<file path="config.mk">
export PLATFORM = sky130hd
export DESIGN_NAME = twod_fifo
export DESIGN_NICKNAME = d
export VERILOG_FILES = /design/src/rtl/twod_pkg.sv /design/src/rtl/twod_fifo.sv
export SDC_FILE = /design/constraint.sdc
export NUM_CORES = 1
export LEC_CHECK = 0
export ABC_AREA = 1
export CAP_MARGIN = 20
export CORE_AREA = 2 2 191 193
export CTS_BUF_LIST = sky130_fd_sc_hd__clkbuf_8
export DETAILED_ROUTE_END_ITERATION = 8
export DIE_AREA = 0 0 193 195
export DONT_BUFFER_PORTS = 1
export GPL_TIMING_DRIVEN = 0
export PLACE_DENSITY_LB_ADDON = 0.2
export SETUP_SLACK_MARGIN = 0.15
export SLEW_MARGIN = 0
export SYNTH_ARGS = -nofsm -noshare
export SYNTH_HDL_FRONTEND = slang
export SYNTH_SLANG_ARGS = --single-unit
export TNS_END_PERCENT = 1
</file>
<file path="constraint.sdc">
create_clock -name clk -period 2.89 [get_ports clk]
set_clock_uncertainty 0.15 [all_clocks]
set_input_delay 0.4335 -clock clk [delete_from_list [all_inputs] [get_ports clk]]
set_output_delay 0.4335 -clock clk [all_outputs]
set_load 0.1 [all_outputs]
</file>
<file path="src/rtl/twod_pkg.sv">
// Shared types, constants and register codes for the two-wheel odometry distance block.
package twod_pkg;

	localparam int ENC_W           = 15;
	localparam int COUNT_W         = 32;
	localparam int DIST_W          = 35;
	localparam int COUNTS_PER_TURN = 32768;
	localparam int TURN_SHIFT      = $clog2(COUNTS_PER_TURN);
	localparam int WARMUP_SAMPLES  = 4;
	localparam int WARM_W          = 3;
	localparam int DELTA_W         = ENC_W + 2;
	localparam int FIFO_DEPTH      = 4;

	localparam logic signed [DELTA_W-1:0] TURN      = DELTA_W'(COUNTS_PER_TURN);
	localparam logic signed [DELTA_W-1:0] HALF_TURN = DELTA_W'(COUNTS_PER_TURN / 2);

	// product unit: 64 x 64 over four 32 x 32 partial products
	localparam int MUL_W  = 64;
	localparam int PROD_W = 2 * MUL_W;

	// skew products and magnitudes
	localparam int SKEW_W = 51;
	localparam int MA_W   = COUNT_W + 16;
	localparam int MB_W   = SKEW_W;

	// v = (m * radius) >> (turn shift + 16)
	localparam int V_SHIFT = TURN_SHIFT + 16;
	localparam int V_W     = 45;
	localparam int MM_W    = 41;
	localparam int SQ_W    = 2 * DIST_W + 1;

	// 2*pi in Q32, then round at bit 39
	localparam logic [34:0] TWO_PI_Q32 = 35'd26986075409;
	localparam int          MM_SHIFT   = 40;

	localparam logic [DIST_W-1:0] DIST_MAX = '1;

	// root: two result bits per cycle over a radicand padded to a multiple of four bits
	localparam int ROOT_CYCLES = (DIST_W + 1) / 2;
	localparam int RAD_W       = 4 * ROOT_CYCLES;
	localparam int ROOT_W      = 2 * ROOT_CYCLES;
	localparam int REM_W       = ROOT_W + 3;

	typedef enum logic [1:0] {
		REG_SECANT,
		REG_TANGENT,
		REG_RADIUS_A,
		REG_RADIUS_B
	} reg_idx_t;

	typedef struct packed {
		logic        [17:0] secant;
		logic signed [17:0] tangent;
		logic        [23:0] radius_a;
		logic        [23:0] radius_b;
	} cfg_t;

	typedef struct packed {
		logic signed [COUNT_W-1:0] count_a;
		logic signed [COUNT_W-1:0] count_b;
	} counts_t;

	typedef enum logic [2:0] {
		S_IDLE,
		S_SKEW,
		S_TAN,
		S_DIFF,
		S_MUL,
		S_SUM,
		S_ROOT,
		S_OUT
	} back_state_t;

	typedef enum logic [2:0] {
		M_RAD_A,
		M_PI_A,
		M_RAD_B,
		M_PI_B,
		M_SQ_A,
		M_SQ_B
	} mul_step_t;

endpackage

</file>
<file path="src/rtl/twod_fifo.sv">
// Small count queue between the front end and the arithmetic back end.
module twod_fifo #(
	parameter int DEPTH = twod_pkg::FIFO_DEPTH
) (
	input  logic              clk,
	input  logic              arst_n,
	input  logic              push,
	input  twod_pkg::counts_t wdata,
	input  logic              pop,
	output twod_pkg::counts_t rdata,
	output logic              full,
	output logic              empty
);

	localparam int PTR_W = (DEPTH > 1) ? $clog2(DEPTH) : 1;
	localparam int CNT_W = $clog2(DEPTH + 1);

	twod_pkg::counts_t mem_q [DEPTH];
	logic [PTR_W-1:0]  wr_q, rd_q;
	logic [CNT_W-1:0]  cnt_q;

	assign full  = cnt_q == CNT_W'(DEPTH);
	assign empty = cnt_q == '0;
	assign rdata = mem_q[rd_q];

	always_ff @(posedge clk) begin
		if (push) begin
			mem_q[wr_q] <= wdata;
		end
	end

	always_ff @(posedge clk or negedge arst_n) begin
		if (!arst_n) begin
			wr_q  <= '0;
			rd_q  <= '0;
			cnt_q <= '0;
		end else begin
			if (push) begin
				wr_q <= (wr_q == PTR_W'(DEPTH - 1)) ? '0 : wr_q + PTR_W'(1);
			end
			if (pop) begin
				rd_q <= (rd_q == PTR_W'(DEPTH - 1)) ? '0 : rd_q + PTR_W'(1);
			end
			if (push && !pop) begin
				cnt_q <= cnt_q + CNT_W'(1);
			end else if (pop && !push) begin
				cnt_q <= cnt_q - CNT_W'(1);
			end
		end
	end

endmodule

</file>
==> results, run 1 <==
- Setup violations remaining at the end of the flow were counted as 0.
- Wires add up to 26.0 mm.
- The number of endpoints with negative hold slack in the final report came to 0.
- Compared with the post-synthesis result, the final layout area differs by 25.7%.
- The number of placed instances, taps included, is 1266.
- Counting flops and latches in the post-synthesis netlist gives roughly 260.
- The HPWL after detailed placement is 15.1 mm.
- The floorplan step defined a die boundary enclosing 37600 um2.
- The number of clock sinks is 263.
- In the final routed layout, each cell accounts on average for 18.4 um.
- The count of pins on the block boundary is 134.
- Timing analysis after detailed placement gives a worst setup slack of 0.278 ns.
- The number of global-route vias before repair came to 6352.
- The maximum frequency from static timing analysis is about 370 MHz.
- From left edge to right edge, the die measures 193 um.
- The area of the core region is 35400 um2.
- The overall via count from detail_route is 6200.
- The length of the first detailed-routing pass in iterations is 4.
- Yosys printed 0 warnings.
- In the final design database the tool counted 995 nets.
- The final-layout fill cell count is between 3000 and 4000.
- The distinct cell type count of the synthesized netlist is 18.
- For this run the aggregate overflow at the end of global routing stands at 0.
- The clock transition at the registers of the reported paths is approximately 0.060 ns.
- The sequential cell area is 7860 um2.
- The launching point of the worst reg2reg path is wr_q[0]$_DFFE_PN0P_.
- In the finished design, the share of the clock period the worst path needs comes to 0.929.
- Dividing the detail-routed via count by the number of cells gives 4.38.
- The initial antenna violation count is 2.
- The critical-path maximum fanout is 10.
- The category of the most critical setup path is flip-flop to primary output.
- In this run the tool buffered the top-level ports with 0 buffer cells.
- For the pin with the worst max-slew slack, the measured transition is about 0.55 ns.
- For this run, the number of standard cells in the final layout without fillers is 1415.
- Setup repair after global routing could not meet its margin everywhere.
- Of all cell types, the one taking the most synthesized area is sky130_fd_sc_hd__edfxtp_1.
- The fraction of final layout cells with drive strength greater than 1 is 0.178.
- The number of nets with antenna violations after routing is 0.
- Sorting the synthesized cells by area gives the leading types as sky130_fd_sc_hd__edfxtp_1 (73%), sky130_fd_sc_hd__o211ai_1 (9.1%), sky130_fd_sc_hd__nand2_1 (7.3%).
- The synthesized netlist occupies a cell area of roughly 11000 um2.
- The floorplan has 69 rows.
- For this configuration, the core starts out at a cell density of 0.300.
- The number of cells on the worst reg-to-reg path is 5.
- Of all flip-flops after synthesis, the portion carrying an async set or reset was 0.0266.
- The flow ran to the end, and the final reports show no timing, DRC or antenna violations.
- The mean instance size in the synthesized netlist is 13.3 um2.
- The category of the worst setup path capture point is a primary output.
- The number of buffers inserted during clock tree synthesis is 46.
- The maximum buffer depth of the clock tree is 3.
- The placed instances occupy a cell area of 11300 um2.
- The die is roughly 200 um tall.
- The overall global routing resource usage is 0.140.
- The share of synthesized area in the top cell type comes to 0.725.
- The shortest period the worst path allows is about 2.7 ns.
- The worst pin sits at a relative slew slack of 0.634.
- Hold is met by between 0.05 and 0.06 ns.
- The critical path required time is roughly 2.3 ns.
- The largest net degree at the start of global routing is 42.
- The clock latency of the later-clocked register in the worst-skew pair is between 0.5 and 0.6 ns.
- The first global-routing pass estimated 38.6 mm of wire.
- The capturing element of the worst setup path is rdata[55].
- In the synthesized netlist the dominant register cell turns out to be sky130_fd_sc_hd__edfxtp_1.
- The number of enable flip-flop cells after synthesis is 256.
- The setup slack on the worst flop-to-flop path is 0.92 ns.
- The endpoint identified for the worst register-to-register timing path is mem_q[2][14]$_DFFE_PP_.
- Data on the critical path arrives at its endpoint at around 2.1 ns.
- The sequential area share after synthesis is 0.742.
- The worst setup margin is 0.205 ns.
- The final standard cell area without fillers is ~13000 um2.
- Counting instances in the post-synthesis netlist gives the leading cell types as sky130_fd_sc_hd__edfxtp_1 (256), sky130_fd_sc_hd__nand2_1 (207), sky130_fd_sc_hd__inv_1 (140).
- In this run the number of H-tree levels came out at 2.
- The weighted congestion reported at the end of routability-driven placement is 0.670.
- In the routed design, unresolved DRC markers number 0.
- The area of combinational cells with multiple inputs is 2380 um2.
- Synthesis produced a netlist whose cell count is 799.
- Among all cell types in the netlist, the one instantiated most often is sky130_fd_sc_hd__edfxtp_1.
- The max-slew violation count was 0.
- The first routing iteration left ~190 violations.
- TritonCTS built the clock tree.
- The reported max-cap violation count is 0.
- The min-delay analysis places its worst path in the category input port to asynchronous set/reset pin.
- The tree is rooted in a sky130_fd_sc_hd__clkbuf_8.
- The net count after synthesis is 874.
- In this run the worst setup path begins at rd_q[0]$_DFFE_PN0P_.
- The startpoint kind of the worst setup timing path is a flip-flop.
==> stage by stage <==
step | util | TNS [ns]
finish | 0.377 | 0
global placement | 0.316 | -214.48
floorplan | - | -0.394
detailed placement | 0.320 | 0
CTS | 0.376 | 0
global route | 0.377 | 0
==> registers in the layout (all words and copies together), names as in the netlist <==
name and cells:
cnt_q 3, mem_q 256, rd_q 2, wr_q 2
==> cell type report <==
cell class | instances | share of cell area
Multi-Input combinational cell | 353 | 0.178
Buffer | 42 | 0.0248
Sequential cell | 263 | 0.590
Clock inverter | 34 | 0.0140
Inverter | 141 | 0.0405
Timing Repair Buffer | 73 | 0.0608
Tap cell | 461 | 0.0433
Clock buffer | 47 | 0.0485
Antenna cell | 1 | 0.000188
==> cells by family (layout without fill, tap and decap cells) <==
family | Yosys count | in the layout | synth area share
AOI/OAI and AO/OA | 132 | 132 | 0.0925
DFF | 263 | 263 | 0.742
other | 0 | 1 | 0
and+or+nand+nor | 213 | 213 | 0.0760
adders and majority gates | 7 | 7 | 0.00897
buffers and inverters | 183 | 337 | 0.0801
xor gates and xnor gates | 1 | 1 | 0.000826
==> how the worst min path moves through the flow <==
stage	from	to	slack, ns	cells past startpoint
2_1_floorplan	arst_n	cnt_q[0]$_DFFE_PN0P_	-0.01	0
3_3_place_gp	arst_n	cnt_q[2]$_DFFE_PN0P_	-0.01	0
3_5_place_dp	arst_n	cnt_q[2]$_DFFE_PN0P_	-0.01	0
4_1_cts	arst_n	rd_q[0]$_DFFE_PN0P_	0.03	1
5_1_grt	arst_n	rd_q[0]$_DFFE_PN0P_	0.05	1
6_report	arst_n	rd_q[0]$_DFFE_PN0P_	0.06	1
==> per-layer routing <==
layer | GRT usage | part of all wire | vias up
met1 | 0.180 | 0.43 | 2970
li1 | - | - | 3035
met4 | 0.0474 | 0.022 | 2
met3 | 0.0345 | 0.056 | 46
met2 | 0.230 | 0.49 | 147
met5 | 0 | 0.00042 | -
==> cells in the final DEF (no fill, tap or decap), types with 7 or more instances in the layout <==
master                            n
sky130_fd_sc_hd__nand2_1        143
sky130_fd_sc_hd__buf_4           14
sky130_fd_sc_hd__inv_1          154
sky130_fd_sc_hd__clkinv_1        11
sky130_fd_sc_hd__dfrtp_1          7
sky130_fd_sc_hd__buf_6           13
sky130_fd_sc_hd__dlygate4sd3_1   67
sky130_fd_sc_hd__buf_2           12
sky130_fd_sc_hd__nand2_4         63
sky130_fd_sc_hd__edfxtp_1       256
sky130_fd_sc_hd__o211ai_1       128
sky130_fd_sc_hd__clkbuf_8        47
==> critical path, cell delays in order, from the launching register on <==
cell                       delay [ns]
sky130_fd_sc_hd__dfrtp_1         0.40
sky130_fd_sc_hd__inv_2           0.14
sky130_fd_sc_hd__buf_6           0.24
sky130_fd_sc_hd__buf_6           0.20
sky130_fd_sc_hd__o211ai_1        0.11
sky130_fd_sc_hd__nand2_2         0.43
==> what timing repair did <==
item                                    in CTS  in global routing
buffers inserted                             0                  0
hold buffers                                67                  0
resized for setup                          127                  4
hold endpoints to repair                   269                  0
endpoints found under the setup margin      64                 63
Power of run 1 is not shown: default switching activity piles up to over one toggle a cycle in this logic, so the estimate is an artifact.
==> inputs of run 2 (changes only) <==
- SETUP_SLACK_MARGIN: 0.15 -> 0.3
==> run 2 against run 1 <==
  * Sequential share of layout area decreased by 0.53 points
  * Global-route usage about the same
  * Wire length increased by 0.36%
  * Hold slack improved by 0.0035 ns
  * First-iteration DRC count increased by 1.6%
  * Cell area increased by 0.91%
  * Clock-buffer cell count unchanged
  * Critical path type unchanged
==> results, run 2 (synthesis results as in run 1) <==
- The flow ran to the end, and the final reports show no timing, DRC or antenna violations.
- The category of the most critical setup path is flip-flop to primary output.
- The area of the core region is 35400 um2.
- The class of the worst hold path is input port to asynchronous set/reset pin.
- In this run, placement finished with an instance count of 1266.
- Ranked by flip-flop count, first place goes to mem_q.
- For this run, the number of standard cells in the final layout without fillers is 1415.
- The signal arrival time at the worst endpoint is 1.95 ns.
- The max-slew violation count is 0.
- For this run, the total global-route usage over all layers was measured as 0.140.
- The startpoint identified for the worst register-to-register timing path is wr_q[0]$_DFFE_PN0P_.
- The final-layout fill cell count is 3410.
- Setup repair after global routing could not meet its margin everywhere.
- Setup violations remaining at the end of the flow were counted as 0.
- The library cell used most frequently in the layout, excluding fill and tap cells, is sky130_fd_sc_hd__edfxtp_1.
- The transition time of the tightest slew-check pin is 0.542 ns.
- Of the available clock period, the critical path in the final layout requires 0.875.
- The number of standard-cell rows in the floorplan is slightly below 70.
- The clock tree synthesis step divided the H-tree into 2 levels.
- The routed design has 26.1 mm of wire.
- Across the run, the number of max-cap violations was 0.
- The number of buffers inserted during clock tree synthesis is 46.
- In the final layout, the registers with the most flip-flops are mem_q (256), cnt_q (3).
- The final cell utilization of the core is 0.380.
- Port buffering added 0 buffers.
- The maximum frequency from static timing analysis is between 300 and 400 MHz.
- The tree is rooted in a sky130_fd_sc_hd__clkbuf_8.
- The maximum buffer depth of the clock tree is 3.
- For the worst-skew pair, the clock arrives at the later sink with an insertion delay of 0.56 ns.
- The overall via count from detail_route is 6190.
- For this configuration, the core starts out at a cell density of 0.300.
- The growth of design area from synthesis to finish is 26.9%.
- The width of the chip is 193 um.
- Before antenna repair, the detailed router went through 4 iterations.
- The max-slew headroom at the worst pin is 0.638.
- The floorplan step defined a die boundary enclosing 37600 um2.
- The signal on the critical path passes through inv_4 -> buf_12 -> buf_6 -> o211ai_1 -> nand2_4.
- Of all nets on the critical path, the largest fanout is 10.
- Setup total negative slack on the finished layout was measured at 0 ns.
- Routability-driven placement finished with a final weighted congestion of 0.670.
- The height of the die is 195 um.
- The number of endpoints with negative hold slack in the final report was 0.
- The net total in the final layout is around 1000.
- STA classifies the critical path endpoint as a primary output.
- For this run, the slowest stage of the critical path takes 0.41 ns.
- The fraction of final layout cells with drive strength greater than 1 is 0.179.
- In the final routed layout, each cell accounts on average for 18.5 um.
- The initial antenna violation count is 2.
- The number of nets with antenna violations after routing is 0.
- The register with the most flip-flops in the layout has 256 of them.
- In the layout the commonest cells are sky130_fd_sc_hd__edfxtp_1 (256), sky130_fd_sc_hd__inv_1 (154), sky130_fd_sc_hd__nand2_1 (143), sky130_fd_sc_hd__o211ai_1 (128), sky130_fd_sc_hd__dlygate4sd3_1 (67).
- The clock transition at the registers of the reported paths is 0.06 ns.
- The number of DRC markers after the initial detailed-route iteration is 195.
- Entering global routing, the biggest net connects 42 pins.
- The leftover overflow at the end of global routing is 0.
- The sequential cell area is 7860 um2.
- Summing all multi-input logic gate instances after layout gives 2380 um2.
- The TritonCTS clock tree is yes.
- The count of pins on the block boundary is 134.
- The number of global-route vias before repair is approximately 6400.
- The most critical setup path has its startpoint at rd_q[0]$_DFFE_PN0P_.
- The count of unresolved DRC violations after routing is 0.
- The largest individual stage delay along the critical path comes from the cell sky130_fd_sc_hd__dfrtp_1.
- The first global-routing pass estimated 38.6 mm of wire.
- STA classifies the critical path startpoint as a flip-flop.
- After layout, the minimum clock period comes to roughly 2.5 ns.
- The critical path required time is 2.31 ns.
- The detailed placer's ending HPWL is 15.1 mm.
- The number of vias per cell after detailed routing is 4.37.
- The number of clock sinks is between 200 and 300.
run 2: cell types whose count changed in the layout (fill, tap and decap cells not counted), moves of 2 or more:
cell                     previous run  this run
sky130_fd_sc_hd__buf_8              2         6
sky130_fd_sc_hd__buf_2             12         1
sky130_fd_sc_hd__buf_6             13        21
sky130_fd_sc_hd__buf_4             14        12
sky130_fd_sc_hd__buf_12             0         2
run 2: repair_timing:
action                                  CTS  global route
setup buffers                             0             0
hold buffers                             67             0
pin swaps                                22             3
resized for setup                       163             4
hold endpoints to repair                269             0
endpoints found under the setup margin   64            64
run 2: worst max-delay path, delay by kind of cell, from the launching register on:
kind / cells / cell delay [ns]
AOI/OAI and AO/OA: 1 / 0.29
DFF: 1 / 0.41
buffers and inverters: 3 / 0.41
and+or+nand+nor: 1 / 0.26
run 2: path summary, 6_finish.rpt:
check	endpoint	slack, ns	depth (start not counted)
hold / removal	rd_q[0]$_DFFE_PN0P_	0.06	1
max in group asynchronous	wr_q[1]$_DFFE_PN0P_	2.27	1
hold reg to reg	cnt_q[2]$_DFFE_PN0P_	0.38	2
setup reg to reg	mem_q[2][14]$_DFFE_PP_	0.93	5
min in group clk	mem_q[3][44]$_DFFE_PP_	0.19	2
setup / recovery	rdata[23]	0.36	5
run 2: area by class of cell:
class,count,area share
diodes,1,0.000186
plain buffers,42,0.0330
clock buffers,47,0.0481
clock inverters,34,0.0139
inverters,141,0.0403
multi-input cells,353,0.177
flip-flops and latches,263,0.584
well taps,461,0.0429
repair buffers,73,0.0603
run 2: metrics by stage:
step	area, um2	setup slack, ns	hold slack (ns)
after floorplan	10600	-0.197	-0.0121
after global placement	11200	-0.918	-0.0118
final	13500	0.361	0.0620
after detailed placement	11300	0.278	-0.0119
after global routing	13500	0.227	0.0510
after CTS	13400	0.267	0.0284
run 2: per-layer routing:
metal / vias to the layer above / share of wire / global-route usage
li1: 3035 / - / -
met4: 2 / 0.022 / 0.0474
met1: 2967 / 0.45 / 0.181
met5: - / 0.00042 / 0
met2: 140 / 0.48 / 0.229
met3: 46 / 0.050 / 0.0345
Power of run 2 is left out for the same reason.
==> inputs of run 3 (changes only) <==
- ABC_AREA: 1 -> not set
- CORE_AREA: 2 2 191 193 -> 2 2 183 185
- DIE_AREA: 0 0 193 195 -> 0 0 185 187
- SKIP_LAST_GASP: not set -> 1
==> run 3 against run 2 <==
  * Die area shrank 8.1%
  * Fmax shrank 5.5%
  * Register-to-register slack lost 0.02 ns
  * Global-route usage shrank 3.2 points
  * Cell area shrank 11%
  * Highest routed layer is now met4
==> results, run 3 <==
- The flow ran to the end, and the final reports show no timing, DRC or antenna violations.
- The leftover overflow at the end of global routing is 0.
- The number of nets with antenna violations after routing is 0.
- In the layout the commonest cells are sky130_fd_sc_hd__edfxtp_1 (256), sky130_fd_sc_hd__dlygate4sd3_1 (67), sky130_fd_sc_hd__mux4_2 (64), sky130_fd_sc_hd__clkbuf_8 (44), sky130_fd_sc_hd__buf_4 (12).
- The max-slew violation count is 0.
- The total of endpoints with negative setup slack in the final report is 0.
- The shortest period the worst path allows is 2.68 ns.
- The setup path with the least slack is of type flip-flop to primary output.
- From synthesis to final layout, the design area changed by 24.0%.
- The total wire length is ~18 mm.
- The library cell occupying the most area in the post-synthesis netlist is sky130_fd_sc_hd__edfxtp_1.
- Counting every net in the synthesized netlist gives 446.
- The count of unresolved DRC violations after routing is 0.
- In the final layout, the registers with the most flip-flops are mem_q (256), cnt_q (3).
- The area of the core region is 32900 um2.
- The portion of synthesized cell area occupied by the leading cell type is 0.797.
- The category of the worst setup path capture point is a primary output.
- Derived from the worst setup path, the maximum achievable clock frequency is 374 MHz.
- At the pin with the least slew margin, the transition time is 1.05 ns.
- The floorplan step defined a die boundary enclosing around 35000 um2.
- The floorplan step set the die height to 187 um.
- Clock-pin slew was measured on the worst setup and hold paths at 0.06 ns.
- The startpoint kind of the worst setup timing path is a flip-flop.
- Yosys printed 0 warnings.
- The portion of the clock cycle consumed by the worst path in the final layout is 0.926.
- The most frequently used flop master after synthesis is sky130_fd_sc_hd__edfxtp_1.
- The critical-path maximum fanout is 10.
- The net total in the final layout is 567.
- The reported max-cap violation count is 0.
- The final cell utilization of the core is 0.364.
- Setup repair after global routing could not meet its margin everywhere.
- The detailed router finished its first iteration with 155 violations.
- The antenna diode count is 0.
- The register ranked first by flip-flop count is mem_q.
- The first global-routing pass estimated 27.7 mm of wire.
- The weighted congestion reported at the end of routability-driven placement is 0.657.
- The commonest cells after synthesis are sky130_fd_sc_hd__edfxtp_1 (256), sky130_fd_sc_hd__mux4_2 (64), sky130_fd_sc_hd__dfrtp_1 (7).
- The number of enable flip-flop cells after synthesis is about 260.
- The number of vias per cell after detailed routing is between 4 and 5.
- A synthesized cell averages 26.0 um2.
- The count of pins on the block boundary is 134.
- The register with the most flip-flops in the layout has roughly 260 of them.
- At the worst endpoint, the arrival time is between 2 and 2.5 ns.
- In this run, distinct cell masters in the synthesized netlist total 19.
- The number of levels the H-tree was split into is 2.
- The initial antenna violation count came to 0.
- In the final layout, flip-flops and latches occupy around 7900 um2.
- Setup slack closes at 0.215 ns.
- Sorting the synthesized cells by area gives the leading types as sky130_fd_sc_hd__edfxtp_1 (80%), sky130_fd_sc_hd__mux4_2 (15%), sky130_fd_sc_hd__dfrtp_1 (1.8%).
- The number of buffers inserted during clock tree synthesis is 44.
- The library cell used most frequently in the layout, excluding fill and tap cells, is sky130_fd_sc_hd__edfxtp_1.
- The number of global-route vias before repair is 4654.
- Measured against its own limit, the worst slew margin works out to 0.300.
- Counting the fill cells in the layout gives 3067.
- The width of the chip is 185 um.
- The clock latency of the later-clocked register in the worst-skew pair is 0.54 ns.
- Entering global routing, the biggest net connects 43 pins.
- TritonCTS built the clock tree.
- The number of standard-cell rows in the floorplan is 67.
- By instance count, the leading cell after synthesis is sky130_fd_sc_hd__edfxtp_1.
- The effective utilization at floorplan is 0.294.
- The number of endpoints with negative hold slack in the final report was 0.
- The sequential area share after synthesis is 0.815.
- The critical path required time is 2.31 ns.
- After technology mapping, the gate count stands at 371.
- In the global route stage, overall resource usage came out at 0.108.
- The class of the worst hold path is input port to flip-flop.
- The detailed placer's ending HPWL is 10.9 mm.
- The post-placement setup slack is between 0.5 and 0.6 ns.
- The number of clock sinks is 263.
- The fraction of final layout cells with drive strength greater than 1 is 0.300.
- The overall via count from detail_route is 4188.
- Synthesis inferred 263 register bits.
- In the final routed layout, each cell accounts on average for 19.0 um.
- The tree is rooted in a sky130_fd_sc_hd__clkbuf_8.
- In the synthesized netlist the async set-or-reset flop fraction comes to 0.0266.
- The count of input and output buffers is 0.
- The synthesized netlist occupies a cell area of 9650 um2.
- The first detailed-routing pass took 4 iterations.
- The multi-input combinational cells in the finished layout cover a total of between 1500 and 2000 um2.
- Counting along the longest clock path gives a buffer depth of 3.
-- run 3: logic make-up after synthesis --
kind of cell    after synthesis  synth area share
mux                          67             0.153
xor+xnor                      3           0.00272
fa+ha+maj                     7           0.00986
simple gates                 11           0.00584
buf+inv                      18            0.0125
flops                       263             0.815
compound gates                2           0.00104
-- run 3: per-layer routing --
metal,up-vias,GRT usage,share of wire
met5,-,0,0
li1,1837,-,-
met3,28,0.0428,0.084
met4,0,0.0375,0.022
met2,122,0.190,0.52
met1,2201,0.117,0.37
-- run 3: final timing paths --
path / from / end / slack [ns] / cells past startpoint
worst max register to register: wr_q[0]$_DFFE_PN0P_ / mem_q[0][24]$_DFFE_PP_ / 0.91 / 4
min in group asynchronous: arst_n / wr_q[1]$_DFFE_PN0P_ / 0.08 / 1
worst max-delay path: rd_q[0]$_DFFE_PN0P_ / rdata[41] / 0.21 / 3
worst min register to register: cnt_q[2]$_DFFE_PN0P_ / cnt_q[2]$_DFFE_PN0P_ / 0.42 / 1
worst min-delay path: push / cnt_q[0]$_DFFE_PN0P_ / 0.03 / 2
max in group asynchronous: arst_n / rd_q[0]$_DFFE_PN0P_ / 2.23 / 1
-- run 3: layout make-up --
cell class	instances	area share
Clock inverter	30	0.0206
Clock buffer	44	0.0506
Tap cell	448	0.0469
Sequential cell	263	0.658
Timing Repair Buffer	75	0.0678
Inverter	4	0.00126
Buffer	14	0.0134
Multi-Input combinational cell	90	0.142
-- run 3: repair_timing --
| item | 4_1_cts | 5_1_grt |
|---|---|---|
| pin swaps | 0 | 0 |
| endpoints found under the hold margin | 267 | 0 |
| buffers inserted | 4 | 0 |
| endpoints found under the setup margin | 64 | 65 |
| hold buffers | 67 | 0 |
| gates resized for setup | 16 | 1 |
-- run 3: critical path, stage by stage, from the launching register on --
cell and delay [ns]:
sky130_fd_sc_hd__dfrtp_2 0.41, sky130_fd_sc_hd__buf_12 0.17, sky130_fd_sc_hd__buf_8 0.17, sky130_fd_sc_hd__mux4_2 0.80
-- run 3: stage by stage --
| step | cells | instance area [um2] | TNS [ns] | hold slack, ns |
|---|---|---|---|---|
| after detailed placement | 823 | 10300 | 0 | -0.0116 |
| after floorplan | 371 | 9660 | 0 | -0.0121 |
| final | 968 | 12000 | 0 | 0.0290 |
| after CTS | 968 | 12000 | 0 | 0.00000666 |
| after global routing | 968 | 12000 | 0 | 0.0154 |
| after global placement | 819 | 10200 | -309.72 | -0.0117 |
Power of run 3 is left out for the same reason.
