==> src/rtl/twod_pkg.sv <==
// Shared types, constants and register codes for the two-wheel odometry distance block.
package twod_pkg;

	localparam int ENC_W           = 15;
	localparam int COUNT_W         = 32;
	localparam int DIST_W          = 35;
	localparam int COUNTS_PER_TURN = 32768;
	localparam int TURN_SHIFT      = $clog2(COUNTS_PER_TURN);
	localparam int WARMUP_SAMPLES  = 4;
	localparam int WARM_W          = 3;
	localparam int DELTA_W         = ENC_W + 2;
	localparam int FIFO_DEPTH      = 4;

	localparam logic signed [DELTA_W-1:0] TURN      = DELTA_W'(COUNTS_PER_TURN);
	localparam logic signed [DELTA_W-1:0] HALF_TURN = DELTA_W'(COUNTS_PER_TURN / 2);

	// product unit: 64 x 64 over four 32 x 32 partial products
	localparam int MUL_W  = 64;
	localparam int PROD_W = 2 * MUL_W;

	// skew products and magnitudes
	localparam int SKEW_W = 51;
	localparam int MA_W   = COUNT_W + 16;
	localparam int MB_W   = SKEW_W;

	// v = (m * radius) >> (turn shift + 16)
	localparam int V_SHIFT = TURN_SHIFT + 16;
	localparam int V_W     = 45;
	localparam int MM_W    = 41;
	localparam int SQ_W    = 2 * DIST_W + 1;

	// 2*pi in Q32, then round at bit 39
	localparam logic [34:0] TWO_PI_Q32 = 35'd26986075409;
	localparam int          MM_SHIFT   = 40;

	localparam logic [DIST_W-1:0] DIST_MAX = '1;

	// root: two result bits per cycle over a radicand padded to a multiple of four bits
	localparam int ROOT_CYCLES = (DIST_W + 1) / 2;
	localparam int RAD_W       = 4 * ROOT_CYCLES;
	localparam int ROOT_W      = 2 * ROOT_CYCLES;
	localparam int REM_W       = ROOT_W + 3;

	typedef enum logic [1:0] {
		REG_SECANT,
		REG_TANGENT,
		REG_RADIUS_A,
		REG_RADIUS_B
	} reg_idx_t;

	typedef struct packed {
		logic        [17:0] secant;
		logic signed [17:0] tangent;
		logic        [23:0] radius_a;
		logic        [23:0] radius_b;
	} cfg_t;

	typedef struct packed {
		logic signed [COUNT_W-1:0] count_a;
		logic signed [COUNT_W-1:0] count_b;
	} counts_t;

	typedef enum logic [2:0] {
		S_IDLE,
		S_SKEW,
		S_TAN,
		S_DIFF,
		S_MUL,
		S_SUM,
		S_ROOT,
		S_OUT
	} back_state_t;

	typedef enum logic [2:0] {
		M_RAD_A,
		M_PI_A,
		M_RAD_B,
		M_PI_B,
		M_SQ_A,
		M_SQ_B
	} mul_step_t;

endpackage

==> src/rtl/twod_front.sv <==
// Front end: takes encoder samples, forms wrapped deltas and keeps the running counts.
module twod_front (
	input  logic                          clk,
	input  logic                          arst_n,
	input  logic                          in_valid,
	output logic                          in_ready,
	input  logic [twod_pkg::ENC_W-1:0]    enc_a,
	input  logic [twod_pkg::ENC_W-1:0]    enc_b,
	input  logic                          clr,
	output logic                          push,
	output twod_pkg::counts_t             push_data,
	input  logic                          full
);

	logic [twod_pkg::ENC_W-1:0]          prev_a_q, prev_b_q;
	logic [twod_pkg::WARM_W-1:0]         warm_q;
	logic signed [twod_pkg::COUNT_W-1:0] cnt_a_q, cnt_b_q;
	logic signed [twod_pkg::DELTA_W-1:0] da, db;
	logic signed [twod_pkg::COUNT_W-1:0] new_a, new_b;
	logic                                warming;

	function automatic logic signed [twod_pkg::DELTA_W-1:0] wrap_delta(
		input logic [twod_pkg::ENC_W-1:0] cur,
		input logic [twod_pkg::ENC_W-1:0] prev
	);
		logic signed [twod_pkg::DELTA_W-1:0] d;
		d = $signed({2'b00, cur}) - $signed({2'b00, prev});
		if (d > twod_pkg::HALF_TURN) begin
			d = d - twod_pkg::TURN;
		end
		if (d < -twod_pkg::HALF_TURN) begin
			d = d + twod_pkg::TURN;
		end
		return d;
	endfunction

	assign in_ready = !full;
	assign push     = in_valid && !full;
	assign warming  = warm_q < twod_pkg::WARM_W'(twod_pkg::WARMUP_SAMPLES);

	always_comb begin
		da = '0;
		db = '0;
		if (!warming) begin
			da = wrap_delta(enc_a, prev_a_q);
			db = wrap_delta(enc_b, prev_b_q);
		end
		new_a = cnt_a_q + twod_pkg::COUNT_W'(da);
		new_b = cnt_b_q + twod_pkg::COUNT_W'(db);
		push_data.count_a = new_a;
		push_data.count_b = new_b;
	end

	always_ff @(posedge clk or negedge arst_n) begin
		if (!arst_n) begin
			prev_a_q <= '0;
			prev_b_q <= '0;
			warm_q   <= '0;
			cnt_a_q  <= '0;
			cnt_b_q  <= '0;
		end else if (push) begin
			prev_a_q <= enc_a;
			prev_b_q <= enc_b;
			if (warming) begin
				warm_q <= warm_q + twod_pkg::WARM_W'(1);
			end
			// clear lands after this sample's counts have gone to the queue
			cnt_a_q <= clr ? '0 : new_a;
			cnt_b_q <= clr ? '0 : new_b;
		end
	end

endmodule

==> config.mk <==
export PLATFORM = sky130hd
export DESIGN_NAME = twod_front
export DESIGN_NICKNAME = d
export VERILOG_FILES = /design/src/rtl/twod_pkg.sv /design/src/rtl/twod_front.sv
export SDC_FILE = /design/constraint.sdc
export NUM_CORES = 1
export LEC_CHECK = 0
export ABC_AREA = 1
export ABC_CLOCK_PERIOD_IN_PS = 4500
export BUFFER_PORTS_ARGS = -buffer_cell sky130_fd_sc_hd__buf_2
export CAP_MARGIN = 20
export CELL_PAD_IN_SITES_DETAIL_PLACEMENT = 1
export CELL_PAD_IN_SITES_GLOBAL_PLACEMENT = 1
export CORE_MARGIN = 2
export CORE_UTILIZATION = 44
export CTS_BUF_LIST = sky130_fd_sc_hd__clkbuf_16
export CTS_CLUSTER_SIZE = 8
export DETAILED_ROUTE_END_ITERATION = 6
export HOLD_SLACK_MARGIN = 0.05
export PLACE_DENSITY = 0.82
export SETUP_SLACK_MARGIN = 0.15
export SLEW_MARGIN = 20
export SYNTH_ARGS = -nofsm -noshare
export SYNTH_HDL_FRONTEND = slang
export SYNTH_SLANG_ARGS = --single-unit
==> constraint.sdc <==
create_clock -name clk -period 4.5 [get_ports clk]
set_input_delay 0.225 -clock clk [delete_from_list [all_inputs] [get_ports clk]]
set_output_delay 0.225 -clock clk [all_outputs]
set_load 0.005 [all_outputs]
==> results.sh, run 1 <==
export IMPL_netlist_cell_type_count=42
export IMPL_synth_compound_area_share=0.1560
export IMPL_io_buffers=100
export IMPL_fp_dieH_um=148.5
export IMPL_grt_usage=0.7759
export IMPL_synth_flop_cell="dfrtp_1"
export IMPL_netlist_instances=1313
export IMPL_yosysSeqAreaShare=0.2643
export IMPL_gr_total_overflow=151
export IMPL_synth_top_family_by_area="simple AND/OR/NAND/NOR gates"
export IMPL_die_w_um=148.5
export IMPL_error_line="[ERROR GRT-0232] Routing congestion too high. Check the congestion heatmap in the GUI."
export IMPL_async_reset_ff_frac=1.000
export IMPL_synth_fp_nets=1449
export IMPL_initial_core_util=0.4510
export IMPL_ys_ff_latch=97
export IMPL_ios=101
export IMPL_syn_area_um2=9185
export IMPL_muxShareOfSynthArea=0.001226
export IMPL_gp_congestion=0.9261
export IMPL_dp_hpwl_um=24060
export IMPL_synth_area_per_cell_um2=6.995
export IMPL_post_synth_and_or_nand_nor_area_fraction=0.2944
export IMPL_synth_top_area_frac=0.2643
export IMPL_endpoint_type="output port"
export IMPL_status="aborted with a tool error"
export IMPL_grt_worst_setup_endpoint="push_data[58]"
export IMPL_synth_largest_area_cell="dfrtp_1"
export IMPL_yosysWarnings=0
export IMPL_clockBufferDepth=2
export IMPL_ys_top_cells_by_count="359 x nand2_1, 162 x inv_1, 121 x nor2_1, 97 x dfrtp_1, 97 x ha_1"
export IMPL_htreeDepth=3
export IMPL_cts_buffers_inserted=9
export IMPL_grt_max_degree=64
export IMPL_outcome_stop_stage="global routing"
export IMPL_synthTopCellsByArea="dfrtp_1 26%, nand2_1 15%, ha_1 13%"
export IMPL_synth_xor_area_frac=0.06552
export IMPL_synth_fa_ha_area_frac=0.1409
export IMPL_cts_root_buf="clkbuf_16"
export IMPL_yosysMostFrequentCell="nand2_1"
export IMPL_cts_sinks=97
export IMPL_num_rows=52
export IMPL_synth_enable_flop_cells=0
==> kinds of logic after synthesis <==
group	after synthesis
and+or+nand+nor	631
AOI/OAI and AO/OA	226
muxes	1
DFF	97
adders and majority gates	101
buffers and inverters	190
xor gates and xnor gates	67
==> timing repair <==
action	in CTS
cloned	1
gates resized for setup	327
hold endpoints to repair	58
setup buffers	47
pin swaps	112
hold buffers	1
endpoints found under the setup margin	61
==> per-layer routing <==
layer	GRT usage	GRT overflow
met2	0.9454	69
met3	0.5543	5
met4	0.8490	75
met1	0.7985	2
met5	0.1386	0
==> stage by stage <==
step / utilization / setup slack [ns] / setup TNS [ns] / cell area, um2 / cells
2_1_floorplan: - / 0.2722 / 0 / 9185 / 1313
3_3_place_gp: 0.5512 / -0.3578 / -3.659 / 11230 / 1829
3_5_place_dp: 0.5512 / -0.4682 / -10.24 / 11230 / 1829
4_1_cts: 0.6559 / -0.3733 / -5.854 / 13360 / 1894
==> inputs of run 2 (changes only) <==
Settings changed: CELL_PAD_IN_SITES_DETAIL_PLACEMENT 1 to default, CELL_PAD_IN_SITES_GLOBAL_PLACEMENT 1 to default, CORE_UTILIZATION 44 to 40, CTS_BUF_LIST sky130_fd_sc_hd__clkbuf_16 to default, CTS_CLUSTER_SIZE 8 to default, HOLD_SLACK_MARGIN 0.05 to default, PLACE_DENSITY 0.82 to default, PLACE_DENSITY_LB_ADDON from default to 0.15, SETUP_SLACK_MARGIN 0.15 to default.
==> results.sh, run 2 <==
export IMPL_dp_hpwl_um=20170
export IMPL_synth_top_family_by_area="simple AND/OR/NAND/NOR gates"
export IMPL_rrSetupSlack_ns=0.22
export IMPL_fp_dieH_um=155.5
export IMPL_path_clk_slew_ns=0.07
export IMPL_grt_first_pass_wirelength_um=46200
export IMPL_initial_core_util=0.4069
export IMPL_netlist_instances=1313
export IMPL_finalMaxSlewViolations=0
export IMPL_relSlewSlack=0.3957
export IMPL_num_rows=55
export IMPL_yosysSeqAreaShare=0.2643
export IMPL_fin_hold_ws_ns=-0.008943
export IMPL_crit_type="reg -> out"
export IMPL_io_buffers=100
export IMPL_min_period_ns=4.773
export IMPL_vias=9722
export IMPL_clkLatencyLatePin_ns=0.36
export IMPL_die_w_um=155.5
export IMPL_synth_xor_area_frac=0.06552
export IMPL_cap_violations=0
export IMPL_cts_buffers_inserted=9
export IMPL_rsz0062_at_grt="yes"
export IMPL_cts_root_buf="clkbuf_16"
export IMPL_grt_max_degree=66
export IMPL_synth_fa_ha_area_frac=0.1409
export IMPL_worst_slew_pin_slew_ns=0.9065
export IMPL_wl_per_cell_um=15.46
export IMPL_crit_path_max_fanout=7
export IMPL_clock_skew_ns=0.008018
export IMPL_async_reset_ff_frac=1.000
export IMPL_wl_um=29510
export IMPL_cp_top_family="simple AND/OR/NAND/NOR gates"
export IMPL_critPathArrivalTime_ns=4.55
export IMPL_layout_common_cells="306 x nand2_1, 180 x buf_4, 137 x inv_1"
export IMPL_hp_class="in -> async"
export IMPL_drcViolationCount=0
export IMPL_post_synth_and_or_nand_nor_area_fraction=0.2944
export IMPL_clockBufferDepth=2
export IMPL_antenna_found_initial=0
export IMPL_cts_hold_buf=0
export IMPL_muxShareOfSynthArea=0.001226
export IMPL_cts_sinks=97
export IMPL_reg_top3="cnt_a_q (32), cnt_b_q (32)"
export IMPL_grt_usage=0.2340
export IMPL_required_ns=4.28
export IMPL_violations="negative hold slack, negative setup slack"
export IMPL_synth_area_per_cell_um2=6.995
export IMPL_drt_iter0_markers=466
export IMPL_core_um2=22570
export IMPL_gp_congestion=0.9136
export IMPL_area_growth_pct=52.06
export IMPL_finalHoldViolations=14
export IMPL_critPathBufInv=10
export IMPL_dieArea_um2=24190
export IMPL_timing_final_crit_share=1.061
export IMPL_synth_flop_cell="dfrtp_1"
export IMPL_final_antenna_net_count=0
export IMPL_ys_ff_latch=97
export IMPL_gr_total_overflow=0
export IMPL_synthTopCellsByArea="dfrtp_1 26%, nand2_1 15%, ha_1 13%"
export IMPL_htreeDepth=3
export IMPL_nets=1756
export IMPL_yosysMostFrequentCell="nand2_1"
export IMPL_synth_compound_area_share=0.1560
export IMPL_synth_fp_nets=1449
export IMPL_dr_pass1_iters=5
export IMPL_synth_top_area_frac=0.2643
export IMPL_setup_viol=27
export IMPL_cp_end_kind="output pin"
export IMPL_ios=101
export IMPL_netlist_cell_type_count=42
export IMPL_cp_slowest_stage_delay_ns=0.35
export IMPL_reg2regPathDepth=34
export IMPL_status="finished, violations left"
export IMPL_crit_cells=33
export IMPL_fin_util=0.6188
export IMPL_synth_largest_area_cell="dfrtp_1"
export IMPL_via_per_inst=5.093
export IMPL_antenna_cells=0
export IMPL_clock_fmax_mhz=209.5
export IMPL_crit_top_cell="nand2_1"
export IMPL_grt_pass1_vias=9440
export IMPL_final_common_cell="nand2_1"
export IMPL_layout_setup_ws_ns=-0.2728
export IMPL_yosysWarnings=0
export IMPL_cp_slowest_cell="dfrtp_1"
export IMPL_ys_top_cells_by_count="359 x nand2_1, 162 x inv_1, 121 x nor2_1, 97 x dfrtp_1, 97 x ha_1"
export IMPL_synth_enable_flop_cells=0
export IMPL_drive_above_1_share=0.3978
export IMPL_startpoint_type="register"
export IMPL_syn_area_um2=9185
export IMPL_cts_tree="yes"
## run 2: metal layers
metal / up-vias / GRT usage / wire, um
li1: 4926 / - / -
met1: 4577 / 0.3261 / 13970
met2: 177 / 0.3925 / 14120
met3: 42 / 0.01944 / 838
met4: 0 / 0.06073 / 577
met5: - / 0 / 0
## run 2: logic make-up after synthesis
group | after synthesis
and+or+nand+nor | 631
AOI/OAI and AO/OA | 226
buffers and inverters | 190
adders and majority gates | 101
DFF | 97
xor gates and xnor gates | 67
muxes | 1
## run 2: metrics by stage
step | instance area (um2) | setup slack, ns | std cells | TNS (ns) | hold slack [ns]
floorplan | 9185 | 0.2722 | 1313 | 0 | -0.07059
global placement | 11150 | -0.3385 | 1831 | -3.686 | 0.4174
detailed placement | 11150 | -0.3941 | 1831 | -5.493 | 0.4182
CTS | 12890 | -0.2491 | 1881 | -4.213 | 0.02922
global route | 13970 | -0.6195 | 1909 | -14.05 | 0.07723
finish | 13970 | -0.2728 | 1909 | -3.902 | -0.008943
## run 2: cell type report
type                       instances  area [um2]
sequential                        97        2427
timing repair buffer             318        2377
clock buffer                      12       236.5
fill                            1972        8605
tap                              285       356.6
clock inverter                     3       42.54
inverter                         168       650.6
multi-input combinational       1026        7876
## run 2: what timing repair did
| action | 4_1_cts | 5_1_grt |
|---|---|---|
| setup buffers | 35 | 36 |
| gates cloned | 2 | 0 |
| pin swaps | 111 | 132 |
| endpoints found under the setup margin | 41 | 48 |
| resized for setup | 253 | 183 |
## run 2: final timing paths
kind / end / start
max: push_data[24] / prev_b_q[0]
min: prev_b_q[13] / arst_n
max reg2reg: cnt_b_q[24] / prev_b_q[0]
min reg2reg: warm_q[0] / warm_q[0]
max in group asynchronous: cnt_b_q[6] / arst_n
min in group clk: prev_b_q[6] / enc_b[6]
## run 2: worst register-to-register path, delay by kind of cell, from the launching register on
family	cells	cell delay, ns
adders and majority gates	4	0.99
and+or+nand+nor	18	1.56
AOI/OAI and AO/OA	2	0.30
xor gates and xnor gates	1	0.15
DFF	1	0.35
buffers and inverters	9	0.87
Power of run 2 is left out: the tool's default activity adds up to more than one toggle a clock period on the data nets, which glitch-free logic cannot reach.
==> inputs of run 3 (changes only) <==
Settings changed: ABC_AREA 1 to default, CTS_CLUSTER_SIZE from default to 30.
==> results.sh, run 3 <==
export IMPL_dieArea_um2=22360
export IMPL_grt_first_pass_wirelength_um=41300
export IMPL_synth_largest_area_cell="dfrtp_1"
export IMPL_clock_skew_ns=0.01337
export IMPL_netlist_cell_type_count=62
export IMPL_rsz0062_at_grt="yes"
export IMPL_max_vdd_ir_drop_mv=0.6581
export IMPL_cap_violations=0
export IMPL_wl_per_cell_um=15.76
export IMPL_netlist_instances=992
export IMPL_hp_class="in -> async"
export IMPL_synthTopCellsByArea="dfrtp_1 29%, ha_1 14%, xnor2_1 5.8%"
export IMPL_clkLatencyLatePin_ns=0.36
export IMPL_synth_area_per_cell_um2=8.541
export IMPL_clock_fmax_mhz=152.4
export IMPL_num_rows=53
export IMPL_antenna_cells=0
export IMPL_startpoint_type="register"
export IMPL_layout_common_cells="249 x buf_4, 99 x buf_2, 97 x dfrtp_1"
export IMPL_synth_flop_cell="dfrtp_1"
export IMPL_dp_hpwl_um=17910
export IMPL_fin_hold_ws_ns=-0.01160
export IMPL_layout_setup_ws_ns=-2.061
export IMPL_crit_path_max_fanout=7
export IMPL_worst_slew_pin_slew_ns=1.004
export IMPL_dpl_worst_slack_ns=-1.766
export IMPL_status="finished, violations left"
export IMPL_cts_hold_buf=0
export IMPL_grt_usage=0.2282
export IMPL_p_leak_nw=6.479
export IMPL_fill_cells=1805
export IMPL_drcViolationCount=0
export IMPL_htreeDepth=3
export IMPL_cp_end_kind="output pin"
export IMPL_drive_above_1_share=0.4381
export IMPL_setup_viol=67
export IMPL_synth_fp_nets=1128
export IMPL_via_per_inst=5.239
export IMPL_vias=8508
export IMPL_cts_sinks=97
export IMPL_critPathArrivalTime_ns=6.34
export IMPL_crit_type="reg -> out"
export IMPL_die_w_um=149.5
export IMPL_yosysWarnings=0
export IMPL_clockBufferDepth=2
export IMPL_wl_um=25590
export IMPL_total_power_w=0.01210
export IMPL_finalMaxSlewViolations=0
export IMPL_yosysSeqAreaShare=0.2865
export IMPL_async_reset_ff_frac=1.000
export IMPL_synth_top_area_frac=0.2865
export IMPL_reg_top3="cnt_a_q (32), cnt_b_q (32)"
export IMPL_drt_iter0_markers=292
export IMPL_area_growth_pct=53.22
export IMPL_min_period_ns=6.561
export IMPL_antenna_found_initial=0
export IMPL_io_buffers=100
export IMPL_gp_congestion=0.8608
export IMPL_gr_total_overflow=0
export IMPL_cts_tree="yes"
export IMPL_final_antenna_net_count=0
export IMPL_synth_enable_flop_cells=0
export IMPL_required_ns=4.28
export IMPL_cts_buffers_inserted=9
export IMPL_ys_top_cells_by_count="97 x dfrtp_1, 97 x ha_1, 88 x nand2_1, 81 x a21oi_1, 70 x o21ai_0"
export IMPL_path_clk_slew_ns=0.07
export IMPL_finalHoldViolations=17
export IMPL_relSlewSlack=0.3299
export IMPL_syn_area_um2=8473
export IMPL_grt_pass1_vias=8443
export IMPL_nets=1480
export IMPL_grt_max_degree=66
export IMPL_fp_dieH_um=149.5
export IMPL_final_common_cell="buf_4"
export IMPL_violations="negative hold slack, negative setup slack"
export IMPL_core_um2=20890
export IMPL_cts_root_buf="clkbuf_16"
export IMPL_fin_util=0.6215
export IMPL_timing_final_crit_share=1.458
export IMPL_p_per_area_nw_per_um2=932.1
export IMPL_initial_core_util=0.4056
export IMPL_ios=101
export IMPL_dr_pass1_iters=7
export IMPL_ys_ff_latch=97
run 3: changes by cell type after synthesis, moves of 11 or more:
cell and delta:
clkbuf_1 +12, a21oi_1 +11, and3_1 +11, nand2_1 -271, xnor2_1 +31, a21o_1 +40, a22o_1 +28, xor2_1 -12
nor2_1 -63, inv_1 -94, nand3_1 -48, nand2_2 -17
run 3: path summary, 6_finish.rpt:
check / start / to / slack [ns] / cells past startpoint
hold / removal: arst_n / cnt_b_q[16] / -0.01 / 1
max in group asynchronous: arst_n / cnt_b_q[3] / 3.44 / 2
min in group clk: enc_b[4] / prev_b_q[4] / 0.09 / 3
setup / recovery: prev_a_q[0] / push_data[60] / -2.06 / 25
hold reg to reg: warm_q[0] / warm_q[0] / 0.48 / 1
setup reg to reg: prev_a_q[0] / cnt_a_q[29] / -1.79 / 29
run 3: logic make-up after synthesis:
family | Yosys count | synth area share
flip-flops | 97 | 0.2865
XOR/XNOR | 84 | 0.08683
adder cells (fa/ha/maj) | 101 | 0.1527
AND/OR/NAND/NOR | 256 | 0.1460
buffers and inverters | 103 | 0.04563
multiplexers | 3 | 0.003692
AO/OA/AOI/OAI | 348 | 0.2786
run 3: area by class of cell:
type | count | area, um2 | share of cell area
clock buffers | 12 | 246.5 | 0.01899
well taps | 275 | 344.1 | 0.02650
clock inverters | 4 | 76.32 | 0.005879
repair buffers | 376 | 2684 | 0.2067
multi-input cells | 792 | 6949 | 0.5353
flip-flops and latches | 97 | 2427 | 0.1870
inverters | 68 | 255.2 | 0.01966
run 3: critical path, stage by stage (launching register included):
cell      delay, ns
dfrtp_1        0.36
ha_2           0.17
inv_2          0.04
fa_2           0.33
a21o_1         0.19
a21oi_2        0.15
xnor2_1        0.09
or4b_1         0.51
or4_1          0.42
or4_1          0.50
or4_4          0.45
o211ai_1       0.22
ha_2           0.20
inv_1          0.03
o211a_1        0.11
or2_4          0.32
ha_4           0.29
a2111o_1       0.36
o211ai_1       0.11
o311ai_2       0.16
o21ba_4        0.26
a21oi_4        0.06
a41oi_2        0.19
nor2b_4        0.20
xnor2_2        0.12
buf_2          0.14
run 3: report_power, final:
group	leakage (nW)	switching [W]	internal, W
logic	5.09	0.00465	0.00520
clock network	0.153	0.000370	0.000505
registers	1.24	0.000215	0.00116
total	6.48	0.00524	0.00687
run 3: timing repair:
item / 4_1_cts / 5_1_grt
hold endpoints to repair: 0 / 0
gates resized for setup: 132 / 97
pin swaps: 94 / 71
setup buffers: 51 / 26
setup endpoints to repair: 66 / 74
run 3: metrics by stage:
| step | instances | hold slack [ns] | cell area (um2) | setup TNS [ns] |
|---|---|---|---|---|
| after floorplan | 992 | -0.07059 | 8781 | -34.45 |
| after global placement | 1549 | 0.3888 | 11090 | -68.86 |
| after detailed placement | 1549 | 0.4053 | 11090 | -71.92 |
| after CTS | 1606 | 0.02212 | 12380 | -79.74 |
| after global routing | 1624 | 0.06173 | 12980 | -97.73 |
| final | 1624 | -0.01160 | 12980 | -79.19 |
run 3: metal layers:
metal	part of all wire	track usage	routed length (um)
met1	0.48	0.3187	12310
met2	0.47	0.3778	11980
met3	0.033	0.02226	842
met4	0.018	0.06143	454
met5	0	0	0
Power figures use the tool's default switching activity.
==> inputs of run 4 (changes only) <==
Settings changed: CORE_UTILIZATION 40 to 36, CTS_CLUSTER_DIAMETER from default to 150, SKIP_CTS_REPAIR_TIMING from default to 1.
==> results.sh, run 4 (synthesized netlist as in run 3, its figures left out) <==
export IMPL_power_switching_w=0.005006
export IMPL_rrSetupSlack_ns=-1.78
export IMPL_rsz0062_at_grt="yes"
export IMPL_clock_power_share=0.073
export IMPL_max_vdd_ir_drop_mv=0.5707
export IMPL_antenna_found_initial=0
export IMPL_wl_per_cell_um=15.29
export IMPL_cts_root_buf="clkbuf_16"
export IMPL_io_buffers=100
export IMPL_p_per_area_nw_per_um2=900.3
export IMPL_worstReg2RegEnd="cnt_a_q[30]"
export IMPL_drive_above_1_share=0.4177
export IMPL_die_w_um=157.4
export IMPL_wl_um=25040
export IMPL_grt_pass1_vias=7931
export IMPL_grt_max_degree=66
export IMPL_p_leak_nw=6.320
export IMPL_core_um2=23260
export IMPL_clockBufferDepth=2
export IMPL_layout_setup_ws_ns=-2.115
export IMPL_drcViolationCount=0
export IMPL_instances_no_fill=1638
export IMPL_dp_hpwl_um=18250
export IMPL_dp_cells=1592
export IMPL_final_common_cell="buf_4"
export IMPL_reg_top3="cnt_a_q (32), cnt_b_q (32)"
export IMPL_startpoint_type="register"
export IMPL_fin_util=0.5447
export IMPL_required_ns=4.28
export IMPL_antenna_cells=0
export IMPL_clkLatencyLatePin_ns=0.36
export IMPL_fin_area_um2=12670
export IMPL_initial_core_util=0.3642
export IMPL_num_rows=56
export IMPL_fp_dieH_um=157.4
export IMPL_path_clk_slew_ns=0.08
export IMPL_setup_viol=67
export IMPL_violations="negative hold slack, negative setup slack"
export IMPL_cp_end_kind="output pin"
export IMPL_status="finished, violations left"
export IMPL_dpl_worst_slack_ns=-1.760
export IMPL_crit_path_max_fanout=7
export IMPL_grt_usage=0.1955
export IMPL_ios=101
export IMPL_htreeDepth=3
export IMPL_vias=8304
export IMPL_pwr_share_comb=0.807
export IMPL_final_antenna_net_count=0
export IMPL_dieArea_um2=24780
export IMPL_postPlaceCellArea_um2=11140
export IMPL_cp_startpoint="prev_a_q[0]"
export IMPL_clock_skew_ns=0.01119
export IMPL_cts_tree="yes"
export IMPL_internal_power_w=0.006401
export IMPL_hp_class="in -> async"
export IMPL_fill_cells=2185
export IMPL_switching_share=0.4389
export IMPL_finalMaxSlewViolations=0
export IMPL_area_growth_pct=49.54
export IMPL_layout_common_cells="224 x buf_4, 99 x buf_2, 97 x dfrtp_1"
export IMPL_drt_iter0_markers=342
export IMPL_min_period_ns=6.615
export IMPL_dr_pass1_iters=4
export IMPL_worst_slew_pin_slew_ns=1.081
export IMPL_crit_type="reg -> out"
export IMPL_nets=1450
export IMPL_clock_fmax_mhz=151.2
export IMPL_gp_congestion=0.8678
export IMPL_fin_hold_ws_ns=-0.05591
export IMPL_cts_buffers_inserted=9
export IMPL_reg2regPathDepth=26
export IMPL_r2r_start="prev_a_q[0]"
export IMPL_cts_sinks=97
export IMPL_fin_tns_setup_ns=-78.33
export IMPL_via_per_inst=5.070
export IMPL_cap_violations=0
export IMPL_relSlewSlack=0.2778
export IMPL_grt_first_pass_wirelength_um=39030
export IMPL_crit_end="push_data[62]"
export IMPL_gr_total_overflow=0
export IMPL_finalHoldViolations=56
export IMPL_critPathArrivalTime_ns=6.39
export IMPL_seqPwrFrac=0.121
export IMPL_timing_final_crit_share=1.470
[run 4: power groups by stage]
stage	logic [W]	clock network (W)	registers [W]
after global routing	0.0101	0.000894	0.00141
final	0.00920	0.000832	0.00137
after floorplan	0.00437	0	0.00131
after detailed placement	0.00742	0	0.00137
after CTS	0.00747	0.000862	0.00136
after global placement	0.00740	0	0.00137
[run 4: worst min-delay path by stage]
stage / to / from / slack, ns
2_1_floorplan: cnt_a_q[0] / arst_n / -0.07
3_3_place_gp: cnt_b_q[16] / arst_n / 0.36
3_5_place_dp: cnt_b_q[16] / arst_n / 0.37
4_1_cts: cnt_b_q[16] / arst_n / -0.02
5_1_grt: cnt_b_q[16] / arst_n / 0.005
6_report: cnt_b_q[16] / arst_n / -0.06
[run 4: critical path, cell delays in order, from the launching register on]
cell and delay [ns]:
dfrtp_1 0.36, ha_2 0.18, inv_2 0.04, fa_2 0.34, a21o_1 0.21, a21oi_2 0.17
xnor2_2 0.09, or4b_1 0.48, or4_1 0.40, or4_1 0.50, or4_4 0.45, o211ai_1 0.23
ha_2 0.20, inv_1 0.03, o211a_1 0.11, or2_4 0.34, ha_4 0.29, o21a_1 0.16
o21ai_2 0.07, o311ai_2 0.29, o21ba_4 0.21, a21oi_4 0.19, a41oi_2 0.16, a21oi_2 0.18
xor2_1 0.22, buf_2 0.15
[run 4: routing by layer]
metal	share of wire	wire, um	GRT usage	up-vias
met5	0	0	0	-
met4	0.011	268	0.04416	0
met3	0.025	628	0.02258	16
met2	0.45	11350	0.3046	95
met1	0.51	12790	0.2890	3950
li1	-	-	-	4243
[run 4: area by class of cell]
type	count	area, um2	area share
tap	319	399.1	0.03150
clock inverter	6	66.31	0.005234
sequential	97	2427	0.1916
clock buffer	10	239.0	0.01886
inverter	68	255.2	0.02014
timing repair buffer	346	2436	0.1923
multi-input combinational	792	6848	0.5404
[run 4: through the flow]
stage                     hold WS, ns  power (W)
after floorplan              -0.07059   0.005683
after global placement         0.3627   0.008768
after detailed placement       0.3705   0.008789
after CTS                    -0.02126   0.009696
after global routing         0.005166    0.01236
final                        -0.05591    0.01141
